<file path="config.mk">
export PLATFORM = sky130hd
export DESIGN_NAME = slot_linked_list_manager
export DESIGN_NICKNAME = d
export VERILOG_FILES = /design/src/hdl/slm_pkg.sv /design/src/hdl/slot_linked_list_manager.sv /design/src/hdl/slm_store.sv /design/src/hdl/slm_ctrl.sv
export SDC_FILE = /design/constraint.sdc
export NUM_CORES = 2
export LEC_CHECK = 0
export BUFFER_PORTS_ARGS = -buffer_cell sky130_fd_sc_hd__buf_2
export CORE_MARGIN = 1
export CORE_UTILIZATION = 54
export CTS_BUF_LIST = sky130_fd_sc_hd__clkbuf_8
export CTS_CLUSTER_SIZE = 40
export DETAILED_ROUTE_END_ITERATION = 8
export GPL_TIMING_DRIVEN = 0
export MAX_ROUTING_LAYER = met4
export PLACE_DENSITY = 0.84
export SLEW_MARGIN = 0
export SYNTH_ARGS = -nofsm -noshare
export SYNTH_HDL_FRONTEND = slang
export SYNTH_SLANG_ARGS = --single-unit
</file>
<file path="constraint.sdc">
create_clock -name clk -period 4.9 [get_ports clk]
set_input_delay 0.49 -clock clk [delete_from_list [all_inputs] [get_ports clk]]
set_output_delay 0.49 -clock clk [all_outputs]
set_load 0.1 [all_outputs]
</file>
<file path="src/hdl/slm_pkg.sv">
// ----------------------------------------------------------------------------
// slm_pkg: shared types and codes for the slot linked list manager
// Request and response words, operation codes and status codes.
// ----------------------------------------------------------------------------
package slm_pkg;

  localparam logic [1:0] ACT_INSERT = 2'd0;
  localparam logic [1:0] ACT_DELETE = 2'd1;
  localparam logic [1:0] ACT_READ   = 2'd2;

  localparam logic [1:0] ST_OK      = 2'd0;
  localparam logic [1:0] ST_FULL    = 2'd1;
  localparam logic [1:0] ST_MISSING = 2'd2;

  typedef struct packed {
    logic [1:0]  action;
    logic [31:0] item_value;
    logic [5:0]  slot_index;
  } slm_req_t;

  typedef struct packed {
    logic [5:0]  result_slot;
    logic [31:0] result_value;
    logic [1:0]  status;
    logic [6:0]  used_count;
  } slm_rsp_t;

endpackage

</file>
<file path="src/hdl/slot_linked_list_manager.sv">
// Sequence: insert, read and delete of the used-list head pass through S_INS,
//   S_READ or S_DEL_HEAD to S_RESULT; full, missing or no-op words go straight
//   to S_RESULT; other deletes walk in S_WALK and, on a match, S_UNLINK and S_RELINK.
// Throughput: one word at a time; the delete walk reads one link per cycle.
// Reset: synchronous; lists return to their initial threading at once via a
//   fill mark, with no clearing pass over the slot memories.
// ----------------------------------------------------------------------------
// slot_linked_list_manager: slot table threaded into used and free lists
// Sequencer, slot store and a response register that frees the sequencer.
// ----------------------------------------------------------------------------
module slot_linked_list_manager #(
  parameter int CAPACITY = 64
) (
  input  logic             clk,
  input  logic             rst,
  input  logic             req_valid,
  output logic             req_ready,
  input  slm_pkg::slm_req_t req,
  output logic             rsp_valid,
  input  logic             rsp_ready,
  output slm_pkg::slm_rsp_t rsp
);

  import slm_pkg::*;

  localparam int AW = $clog2(CAPACITY);
  localparam int LW = $clog2(CAPACITY + 1);

  slm_rsp_t      res;
  logic          res_valid;
  logic          load;
  logic [AW-1:0] rd_addr;
  logic [31:0]   rd_value;
  logic [LW-1:0] rd_link;
  logic [AW-1:0] wr_addr;
  logic          val_we;
  logic          link_we;
  logic [31:0]   wr_value;
  logic [LW-1:0] wr_link;

  assign load = res_valid && (!rsp_valid || rsp_ready);

  slm_ctrl #(.CAPACITY(CAPACITY)) u_ctrl (
    .clk       (clk),
    .rst       (rst),
    .req_valid (req_valid),
    .req_ready (req_ready),
    .req       (req),
    .res_valid (res_valid),
    .res_take  (load),
    .res       (res),
    .rd_addr   (rd_addr),
    .rd_value  (rd_value),
    .rd_link   (rd_link),
    .wr_addr   (wr_addr),
    .val_we    (val_we),
    .link_we   (link_we),
    .wr_value  (wr_value),
    .wr_link   (wr_link)
  );

  slm_store #(.CAPACITY(CAPACITY)) u_store (
    .clk      (clk),
    .rst      (rst),
    .rd_addr  (rd_addr),
    .rd_value (rd_value),
    .rd_link  (rd_link),
    .wr_addr  (wr_addr),
    .val_we   (val_we),
    .link_we  (link_we),
    .wr_value (wr_value),
    .wr_link  (wr_link)
  );

  // hold the response word until taken
  always_ff @(posedge clk) begin
    if (rst) begin
      rsp_valid <= 1'b0;
    end else if (load) begin
      rsp_valid <= 1'b1;
    end else if (rsp_ready) begin
      rsp_valid <= 1'b0;
    end
  end

  always_ff @(posedge clk) begin
    if (load) begin
      rsp <= res;
    end
  end

endmodule

</file>
<file path="src/hdl/slm_store.sv">
// ----------------------------------------------------------------------------
// slm_store: slot value and link memories
// Two synchronous memories sharing one read and one write address. A fill
// mark stands in for the reset contents of slots never written.
// ----------------------------------------------------------------------------
module slm_store #(
  parameter  int CAPACITY = 64,
  localparam int AW = $clog2(CAPACITY),
  localparam int LW = $clog2(CAPACITY + 1)
) (
  input  logic          clk,
  input  logic          rst,
  input  logic [AW-1:0] rd_addr,
  output logic [31:0]   rd_value,
  output logic [LW-1:0] rd_link,
  input  logic [AW-1:0] wr_addr,
  input  logic          val_we,
  input  logic          link_we,
  input  logic [31:0]   wr_value,
  input  logic [LW-1:0] wr_link
);

  logic [31:0]   val_mem  [CAPACITY];
  logic [LW-1:0] link_mem [CAPACITY];
  logic [31:0]   val_q;
  logic [LW-1:0] link_q;
  logic [AW-1:0] addr_q;
  logic          fresh_q;
  logic [LW-1:0] fill;

  always_ff @(posedge clk) begin
    if (val_we) begin
      val_mem[wr_addr] <= wr_value;
    end
    if (link_we) begin
      link_mem[wr_addr] <= wr_link;
    end
    val_q   <= val_mem[rd_addr];
    link_q  <= link_mem[rd_addr];
    addr_q  <= rd_addr;
    fresh_q <= (LW'(rd_addr) >= fill);
  end

  // advance the fill mark past every slot that takes a value
  always_ff @(posedge clk) begin
    if (rst) begin
      fill <= '0;
    end else if (val_we && (LW'(wr_addr) >= fill)) begin
      fill <= LW'(wr_addr) + LW'(1);
    end
  end

  assign rd_value = fresh_q ? '0 : val_q;
  assign rd_link  = fresh_q ? (LW'(addr_q) + LW'(1)) : link_q;

endmodule

</file>
<file path="src/hdl/slm_ctrl.sv">
// ----------------------------------------------------------------------------
// slm_ctrl: list sequencer
// Holds the list heads and occupancy, runs insert, delete walk and read
// against the slot store, and builds the response word.
// ----------------------------------------------------------------------------
module slm_ctrl #(
  parameter  int CAPACITY = 64,
  localparam int AW = $clog2(CAPACITY),
  localparam int LW = $clog2(CAPACITY + 1)
) (
  input  logic             clk,
  input  logic             rst,
  input  logic             req_valid,
  output logic             req_ready,
  input  slm_pkg::slm_req_t req,
  output logic             res_valid,
  input  logic             res_take,
  output slm_pkg::slm_rsp_t res,
  output logic [AW-1:0]    rd_addr,
  input  logic [31:0]      rd_value,
  input  logic [LW-1:0]    rd_link,
  output logic [AW-1:0]    wr_addr,
  output logic             val_we,
  output logic             link_we,
  output logic [31:0]      wr_value,
  output logic [LW-1:0]    wr_link
);

  import slm_pkg::*;

  typedef enum logic [7:0] {
    S_IDLE     = 8'b0000_0001,
    S_INS      = 8'b0000_0010,
    S_DEL_HEAD = 8'b0000_0100,
    S_WALK     = 8'b0000_1000,
    S_UNLINK   = 8'b0001_0000,
    S_RELINK   = 8'b0010_0000,
    S_READ     = 8'b0100_0000,
    S_RESULT   = 8'b1000_0000
  } state_t;

  localparam logic [LW-1:0] NONE = LW'(CAPACITY);

  state_t        state;
  state_t        state_next;
  logic [LW-1:0] used_head;
  logic [LW-1:0] free_head;
  logic [LW-1:0] occ;
  logic [LW-1:0] cur;
  logic [LW-1:0] steps;
  logic [31:0]   item;
  logic [5:0]    idx_raw;
  logic [AW-1:0] idx_a;
  logic [AW-1:0] in_idx_a;
  logic          in_idx_ok;
  logic          full;
  logic          head_hit;
  logic          walk_hit;
  logic          walk_end;
  logic [LW-1:0] steps_inc;

  assign in_idx_a  = AW'(req.slot_index);
  assign in_idx_ok = (32'(req.slot_index) < 32'(CAPACITY));
  assign full      = (occ >= NONE) || (free_head >= NONE);
  assign head_hit  = (used_head == LW'(in_idx_a));
  assign idx_a     = AW'(idx_raw);
  assign walk_hit  = (rd_link == LW'(idx_a));
  assign steps_inc = steps + LW'(1);
  assign walk_end  = (rd_link >= NONE) || (steps_inc >= NONE);

  assign req_ready = (state == S_IDLE);
  assign res_valid = (state == S_RESULT);
  assign wr_value  = item;

  always_comb begin
    state_next = state;
    rd_addr    = '0;
    wr_addr    = idx_a;
    val_we     = 1'b0;
    link_we    = 1'b0;
    wr_link    = free_head;
    case (state)
      S_IDLE: begin
        if (req_valid) begin
          case (req.action)
            ACT_INSERT: begin
              if (!full) begin
                rd_addr    = AW'(free_head);
                state_next = S_INS;
              end else begin
                state_next = S_RESULT;
              end
            end
            ACT_DELETE: begin
              if (!in_idx_ok || (occ == '0)) begin
                state_next = S_RESULT;
              end else if (head_hit) begin
                rd_addr    = in_idx_a;
                state_next = S_DEL_HEAD;
              end else begin
                rd_addr    = AW'(used_head);
                state_next = S_WALK;
              end
            end
            ACT_READ: begin
              if (in_idx_ok) begin
                rd_addr    = in_idx_a;
                state_next = S_READ;
              end else begin
                state_next = S_RESULT;
              end
            end
            default: state_next = S_RESULT;
          endcase
        end
      end
      S_INS: begin
        val_we     = 1'b1;
        link_we    = 1'b1;
        wr_addr    = AW'(free_head);
        wr_link    = used_head;
        state_next = S_RESULT;
      end
      S_DEL_HEAD: begin
        link_we    = 1'b1;
        state_next = S_RESULT;
      end
      S_WALK: begin
        if (walk_hit) begin
          rd_addr    = idx_a;
          state_next = S_UNLINK;
        end else if (walk_end) begin
          state_next = S_RESULT;
        end else begin
          rd_addr = AW'(rd_link);
        end
      end
      S_UNLINK: begin
        link_we    = 1'b1;
        wr_addr    = AW'(cur);
        wr_link    = rd_link;
        state_next = S_RELINK;
      end
      S_RELINK: begin
        link_we    = 1'b1;
        state_next = S_RESULT;
      end
      S_READ: begin
        state_next = S_RESULT;
      end
      S_RESULT: begin
        if (res_take) begin
          state_next = S_IDLE;
        end
      end
      default: state_next = S_IDLE;
    endcase
  end

  always_ff @(posedge clk) begin
    if (rst) begin
      state     <= S_IDLE;
      used_head <= NONE;
      free_head <= '0;
      occ       <= '0;
    end else begin
      state <= state_next;
      case (state)
        S_IDLE: begin
          if (req_valid) begin
            item             <= req.item_value;
            idx_raw          <= req.slot_index;
            cur              <= used_head;
            steps            <= '0;
            res.result_slot  <= req.slot_index;
            res.result_value <= '0;
            res.status       <= ST_OK;
            res.used_count   <= 7'(occ);
            case (req.action)
              ACT_INSERT: begin
                if (full) begin
                  res.result_slot <= '0;
                  res.status      <= ST_FULL;
                end
              end
              ACT_DELETE: begin
                if (!in_idx_ok || (occ == '0)) begin
                  res.status <= ST_MISSING;
                end
              end
              default: ;
            endcase
          end
        end
        S_INS: begin
          free_head       <= rd_link;
          used_head       <= free_head;
          occ             <= occ + LW'(1);
          res.result_slot <= 6'(free_head);
          res.used_count  <= 7'(occ + LW'(1));
        end
        S_DEL_HEAD: begin
          used_head      <= rd_link;
          free_head      <= LW'(idx_a);
          occ            <= occ - LW'(1);
          res.used_count <= 7'(occ - LW'(1));
        end
        S_WALK: begin
          if (!walk_hit) begin
            if (walk_end) begin
              res.status <= ST_MISSING;
            end else begin
              cur   <= rd_link;
              steps <= steps_inc;
            end
          end
        end
        S_RELINK: begin
          free_head      <= LW'(idx_a);
          occ            <= occ - LW'(1);
          res.used_count <= 7'(occ - LW'(1));
        end
        S_READ: begin
          res.result_value <= rd_value;
        end
        default: ;
      endcase
    end
  end

  a_occ_range: assert property (@(posedge clk) disable iff (rst)
    occ <= NONE) else $error("occupancy above capacity");

  a_free_empty: assert property (@(posedge clk) disable iff (rst)
    (free_head == NONE) == (occ == NONE)) else $error("free list out of step with occupancy");

  a_used_empty: assert property (@(posedge clk) disable iff (rst)
    (used_head == NONE) == (occ == '0)) else $error("used list out of step with occupancy");

  a_walk_bound: assert property (@(posedge clk) disable iff (rst)
    (state == S_WALK) |-> (steps < NONE)) else $error("walk ran past capacity");

  a_ins_slot: assert property (@(posedge clk) disable iff (rst)
    (state == S_INS) |-> (free_head < NONE)) else $error("insert without a free slot");

endmodule
</file>
Yosys cells after proc, flatten, opt, wreduce, memory -nomap -nowiden
Memories as Yosys holds them, arrays and structs flattened. A register that Yosys moved wholly into a read port is not among the register bits. Cells that the tools add are included.

Register bits: 189. Latch bits: 0. Bits in writable memories: 2496. ROM bits: 0. Bits of input ports: 44. Output and inout port bits: 49. Logic and storage cells: 129. Memories kept: 2.

Add/sub/neg operators: 5. Multipliers: 0. Divide/modulo/power cells: 0. Order comparisons: 6. Equality and inequality tests: 18. Shift-type cells: 0. Muxes and demuxes: 52. Bitwise logic cells: 1. Reduce and logical (&&, ||, !) cells: 25.

Memory list: u_store.val_mem (words 64, width 32, read ports 1, clocked after Yosys merged registers in 1, wr ports 1, line slm_store.sv:23) `logic [31:0] val_mem [CAPACITY];`; u_store.link_mem (words 64, width 7, read ports 1, clocked after Yosys merged registers in 1, wr ports 1, line slm_store.sv:24) `logic [LW-1:0] link_mem [CAPACITY];`.

Operator list (number): one-hot mux 7 bit (2 select lines) (5); two-way mux 6 bit (11); one-hot mux 32 bit (2 select lines) (1); two-way mux 8 bit (6); one-hot mux 6 bit (2 select lines) (4); two-way mux 47 bit (1); one-hot mux 8 bit (5 select lines) (1); two-way mux 32 bit (1); >= comparator 7 bit, second input constant (4); two-way mux 7 bit (4); one-hot mux 8 bit (3 select lines) (1); one-hot mux 7 bit (3 select lines) (1); one-hot mux 6 bit (3 select lines) (1); AND reduction 3 bit (5); adder 6 x 1 -> 7 bit, second input constant (2); adder 7 x 1 -> 7 bit, second input constant (2); equality test 7 x 6 -> 1 bit (2); >= comparator 6 x 7 -> 1 bit (2); nonzero test 2 bit (6); AND reduction 5 bit (2); two-way mux 1 bit (9); equality test 8 x 1 -> 1 bit, second input constant (1); equality test 8 x 2 -> 1 bit, second input constant (1); equality test 8 x 3 -> 1 bit, second input constant (1); 23 further kinds (33).

Logic depth before layout (Yosys ltp)
Word-level depth: 8. Gate-level depth with buffers: 22. Depth with buffers taken out: 18.

By module
Synthesis repeated with hierarchy kept, for this count alone.

Cell total of the unflattened synthesis: 4853. Area total of the unflattened synthesis: 104233.7 µm².

By module, submodules not included: slm_store (instances 1, cells each 4350, area an instance 97174.4 µm², seq. area each 76012.9 µm²); slm_ctrl (instances 1, cells each 451, area an instance 5592.9 µm², seq. area each 3523.4 µm²); slot_linked_list_manager (instances 1, cells each 52, area an instance 1466.4 µm², seq. area each 1431.4 µm²).

Worst setup path after synthesis
Ideal clock, no wire load.

Kind: reg2reg. Start point: register u_ctrl.state[1]. End point: memory u_store.val_mem[7][0] (enable). Library setup time: 0.421 ns. Data arrival time: 4.411 ns. Data required time: 4.479 ns. Path slack: 0.067 ns. Cell stages (with the launch flop): 12. Path buffers: 3. Clock period less this slack: 4.833 ns. Cell sequence: dfxtp_1 or4_1 nor3_1 and3b_1 buf_2 nor2_1 a221oi_1 inv_1 or3_1 clkbuf_1 clkbuf_1 nor2_1.

Longest elaborated chain between the ends: 4. Elaborated cells on any way between the ends: 6. Classes of those cells: eq/ne: 2; mux: 4.

Ends and longest elaborated chain: start: declaration (line slm_ctrl.sv:44) `state_t state;`; start signal: assignment (line slm_ctrl.sv:167) `state <= state_next;`; equality test 8 x 2 -> 1 bit (line slm_ctrl.sv:82) `case (state)`; two-way mux 1 bit (line slm_ctrl.sv:82); two-way mux 1 bit (line slm_store.sv:32) `if (val_we) begin`; two-way mux 1 bit (not written as such) (line slm_store.sv:33) `val_mem[wr_addr] <= wr_value;`; end: declaration (line slm_store.sv:23).

Several ways; a longest one is shown, not always the timed one.

Worst setup path after layout
Start point: register u_ctrl.steps[0]. End point: register u_store.val_q[24] (read register of u_store.val_mem).

Longest elaborated chain between the ends: 6.

Ends and longest elaborated chain: start: declaration (line slm_ctrl.sv:50) `logic [LW-1:0] steps;`; start signal: assignment (line slm_ctrl.sv:214) `steps <= steps_inc;`; adder 7 x 1 -> 7 bit (line slm_ctrl.sv:68) `assign steps_inc = steps + LW'(1);`; >= comparator 7 bit (line slm_ctrl.sv:69) `assign walk_end = (rd_link >= NONE) || (steps_inc >= NONE);`; logical OR 1 bit (line slm_ctrl.sv:69); two-way mux 6 bit (line slm_ctrl.sv:132) `end else if (walk_end) begin`; two-way mux 6 bit (line slm_ctrl.sv:129) `if (walk_hit) begin`; one-hot mux 6 bit (2 select lines) (line slm_ctrl.sv:82); end: declaration (line slm_store.sv:25) `logic [31:0] val_q;`.

Every way passes these cells. A chain may end at the register's enable or synchronous reset.

==> flow_summary.yaml <==
outcome:
  status: "finished, violations left"
  violations: "negative setup slack"
detailed_routing:
  dr.pass1.iters: 9
  wl_per_cell_um: 36.28
  wl_um: 396400
  drc_errors: 0
  drt_iter0_markers: 14320
  dr_total_vias: 75710
  final_antenna_net_count: 0
  via_per_inst: 6.930
final_layout:
  syn_to_final_growth_pct: 18.83
  fin_cells: 10930
  fin_nets: 7984
  drive_gt1_frac: 0.2018
  fillers: 12940
clock_tree:
  cts_tree: "done"
  cts-root-buf: "clkbuf_8"
  cts_made_buffers: 426
  clk_path_buf_depth: 4
  cts_sinks: 2724
  htree_num_levels: 5
  clk_transition_reported_paths_ns: 0.07
  insertion_delay_ns: 1.18
sta:
  setup_viol: 196
  post-route-period-util: 1.040
  tightest_slew_ns: 1.193
  hold_violations: 0
  period_minus_slack_ns: 5.097
  setup_tns_ns: -10.82
  report.final.slew_viol_count: 0
  slew_headroom: 0.2025
  skew_ns: 0.1543
  worst_slack_ns: -0.1968
  clock.fmax_ghz: 0.1962
  hold_slack_ns: 0.05429
  grt_setup_unrepaired: "true"
setup_path:
  worstPathMaxFanout: 10
  path_class: "reg2reg"
  critical_path.cell_chain: "ha_1 > nand3_1 > mux2_2 > nor2_4 > nand2_2 > a211oi_4 > buf_4 > buf_4 > a2bb2oi_4 > buf_2 > buf_4 > a22oi_1 > o211ai_1 > a21oi_1 > a31oi_4 > o211ai_1"
  start_kind: "flop"
  worstSetupEndpointType: "flop"
  cpMostUsedCell: "buf_4"
  arrival_ns: 5.95
  required_ns: 5.75
  slowest_delay_ns: 0.50
  crit_slowest_cell: "a2bb2oi_4"
yosys:
  yosysSeqAreaShare: 0.7546
  synth_area_um2: 107300
  synth-warning-count: 0
  synth_edf_count: 2641
  synth_area_per_cell_um2: 15.21
  synth.area.top_cells: "edfxtp_1 74%, mux2i_1 3.5%, nand2_1 3.3%, a211oi_1 1.8%, and3_1 1.8%"
  ys_ff_latch: 2724
  synth_common_cells: "2,641 x edfxtp_1, 948 x nand2_1, 379 x mux2i_1"
  async_flop_share: 0
  synth.most_common_cell: "edfxtp_1"
  syn_nets: 7118
  synth_area_leader_cell: "edfxtp_1"
  synth.top_cell.area_share: 0.7391
  yosys_most_used_dff: "edfxtp_1"
  synthCells: 7057
  synthDistinctLibCells: 91
placement:
  dp_cells: 9968
  gp_congestion: 1.053
  io_buffers: 92
  dp_hpwl_um: 268900
  pre_cts_ws_ns: -2.932
pwr:
  vdd_ir_drop_max_v: 0.0004229
  power.internal_w: 0.03530
  power.total_w: 0.04633
  power_frac_seq: 0.556
  leakagePower_nw: 42.03
  power.net_switching_w: 0.01102
  combPwrFrac: 0.058
  p_per_area_nw_per_um2: 363.3
  p_sw_frac: 0.2380
  p_clk_frac: 0.386
global_routing:
  grt_pass1_vias: 71650
  grt_max_degree: 65
  overflow: 0
  track_usage: 0.4001
  grt_pass1_wl_um: 536900
  antenna_found_initial: 39
die:
  initial_utilization: 0.5435
  rows: 163
  core_um2: 197400
  ioPinCount: 93
  chipWidth_um: 447.8
  fp.dieArea_um2: 200500
  die_h_um: 447.8
run:
  cap_violations: 0
hold_path:
  hold_path_class: "in2reg"
[cell families (layout without fill, tap and decap cells)]
logic type,count (synthesis),in the layout,synth area share
buffers and inverters,503,1688,0.02018
and+or+nand+nor,2113,2113,0.09494
other,0,43,0
muxes,471,471,0.04501
DFF,2724,2724,0.7546
xor gates and xnor gates,29,29,0.002367
AOI/OAI and AO/OA,1200,1200,0.08095
adders and majority gates,17,17,0.001982
[final timing paths]
path	startpoint	to	slack (ns)	depth (start not counted)
setup / recovery	u_ctrl.steps[0]	u_store.val_q[24]	-0.20	16
hold / removal	req[39]	u_ctrl.state[6]	0.05	4
setup reg to reg	u_ctrl.steps[0]	u_store.val_q[24]	-0.20	16
hold reg to reg	u_ctrl.res[8]	rsp[8]	0.37	0
[area by class of cell]
class	count	area [um^2]	share of cell area
multi-input cells	3830	26430	0.2073
repair buffers	452	6405	0.05023
flip-flops and latches	2724	80970	0.6350
clock buffers	443	6097	0.04782
inverters	18	67.56	0.0005299
plain buffers	471	2595	0.02035
clock inverters	304	1536	0.01205
diodes	43	107.6	0.0008439
well taps	2640	3303	0.02591
[power by group through the flow]
stage | Sequential [W] | Clock, W | Combinational [W]
floorplan | 0.0263 | 0 | 0.000862
global placement | 0.0266 | 0 | 0.00164
detailed placement | 0.0262 | 0 | 0.00228
CTS | 0.0257 | 0.0177 | 0.00245
global route | 0.0257 | 0.0187 | 0.00267
finish | 0.0257 | 0.0179 | 0.00268
[layer usage]
layer	wire [um]	share of wire	vias to the layer above	track usage
met5	0	0	-	-
met4	33230	0.084	0	0.2611
met3	67770	0.17	1673	0.1585
met2	166600	0.42	7768	0.5517
met1	128800	0.33	36620	0.4876
li1	-	-	29650	-
[cells in the final DEF (no fill, tap or decap), types with 32 or more instances in the layout]
cell type,count
clkinv_1,84
and2_1,42
clkbuf_8,444
o21ai_0,197
and3_1,301
dfxtp_1,82
nor3_1,59
nand4_1,230
dlygate4sd3_1,42
o22ai_1,104
clkbuf_1,157
a21oi_1,61
buf_16,100
buf_4,167
buf_2,170
o221ai_1,43
o2111ai_1,90
buf_6,37
edfxtp_1,2641
mux2_2,90
a211oi_1,233
nor2_4,94
a32oi_1,41
clkbuf_2,110
nor2_1,119
mux2i_1,378
nand2_1,929
nand3_1,101
a22oi_1,94
inv_1,180
diode_2,43
buf_12,85
nor2_2,32
[state kept, by name, summed over array words and instances (netlist names), 7 cells and up]
| signal | flops |
|---|---|
| u_store.link_q | 7 |
| u_store.val_q | 32 |
| u_ctrl.occ | 7 |
| u_store.link_mem | 448 |
| u_ctrl.res | 47 |
| u_store.val_mem | 2048 |
| u_ctrl.state | 8 |
| u_store.fill | 7 |
| u_ctrl.used_head | 7 |
| rsp | 47 |
| u_ctrl.steps | 7 |
| u_ctrl.wr_value | 32 |
| u_ctrl.free_head | 7 |
[worst max-delay path, delay by kind of cell, from the launching register on]
| kind | cells | cell delay, ns |
|---|---|---|
| AO/OA/AOI/OAI | 7 | 1.94 |
| adder cells (fa/ha/maj) | 1 | 0.25 |
| buffers and inverters | 4 | 1.17 |
| flip-flops | 1 | 0.41 |
| multiplexers | 1 | 0.46 |
| AND/OR/NAND/NOR | 3 | 0.61 |
[timing repair]
action                                  4_1_cts  5_1_grt
hold buffers                                 42        0
endpoints found under the hold margin        52        0
pin swaps                                    61       45
setup buffers                                97       41
endpoints found under the setup margin      862     1760
resized for setup                           425      287
[metrics by stage]
step | util | cell area (um^2)
final | 0.6459 | 127500
after global routing | 0.6458 | 127500
after CTS | 0.6397 | 126300
after detailed placement | 0.5870 | 115900
after global placement | 0.5626 | 111100
after floorplan | - | 107300
Note: power is estimated with default switching activity, not from simulation.
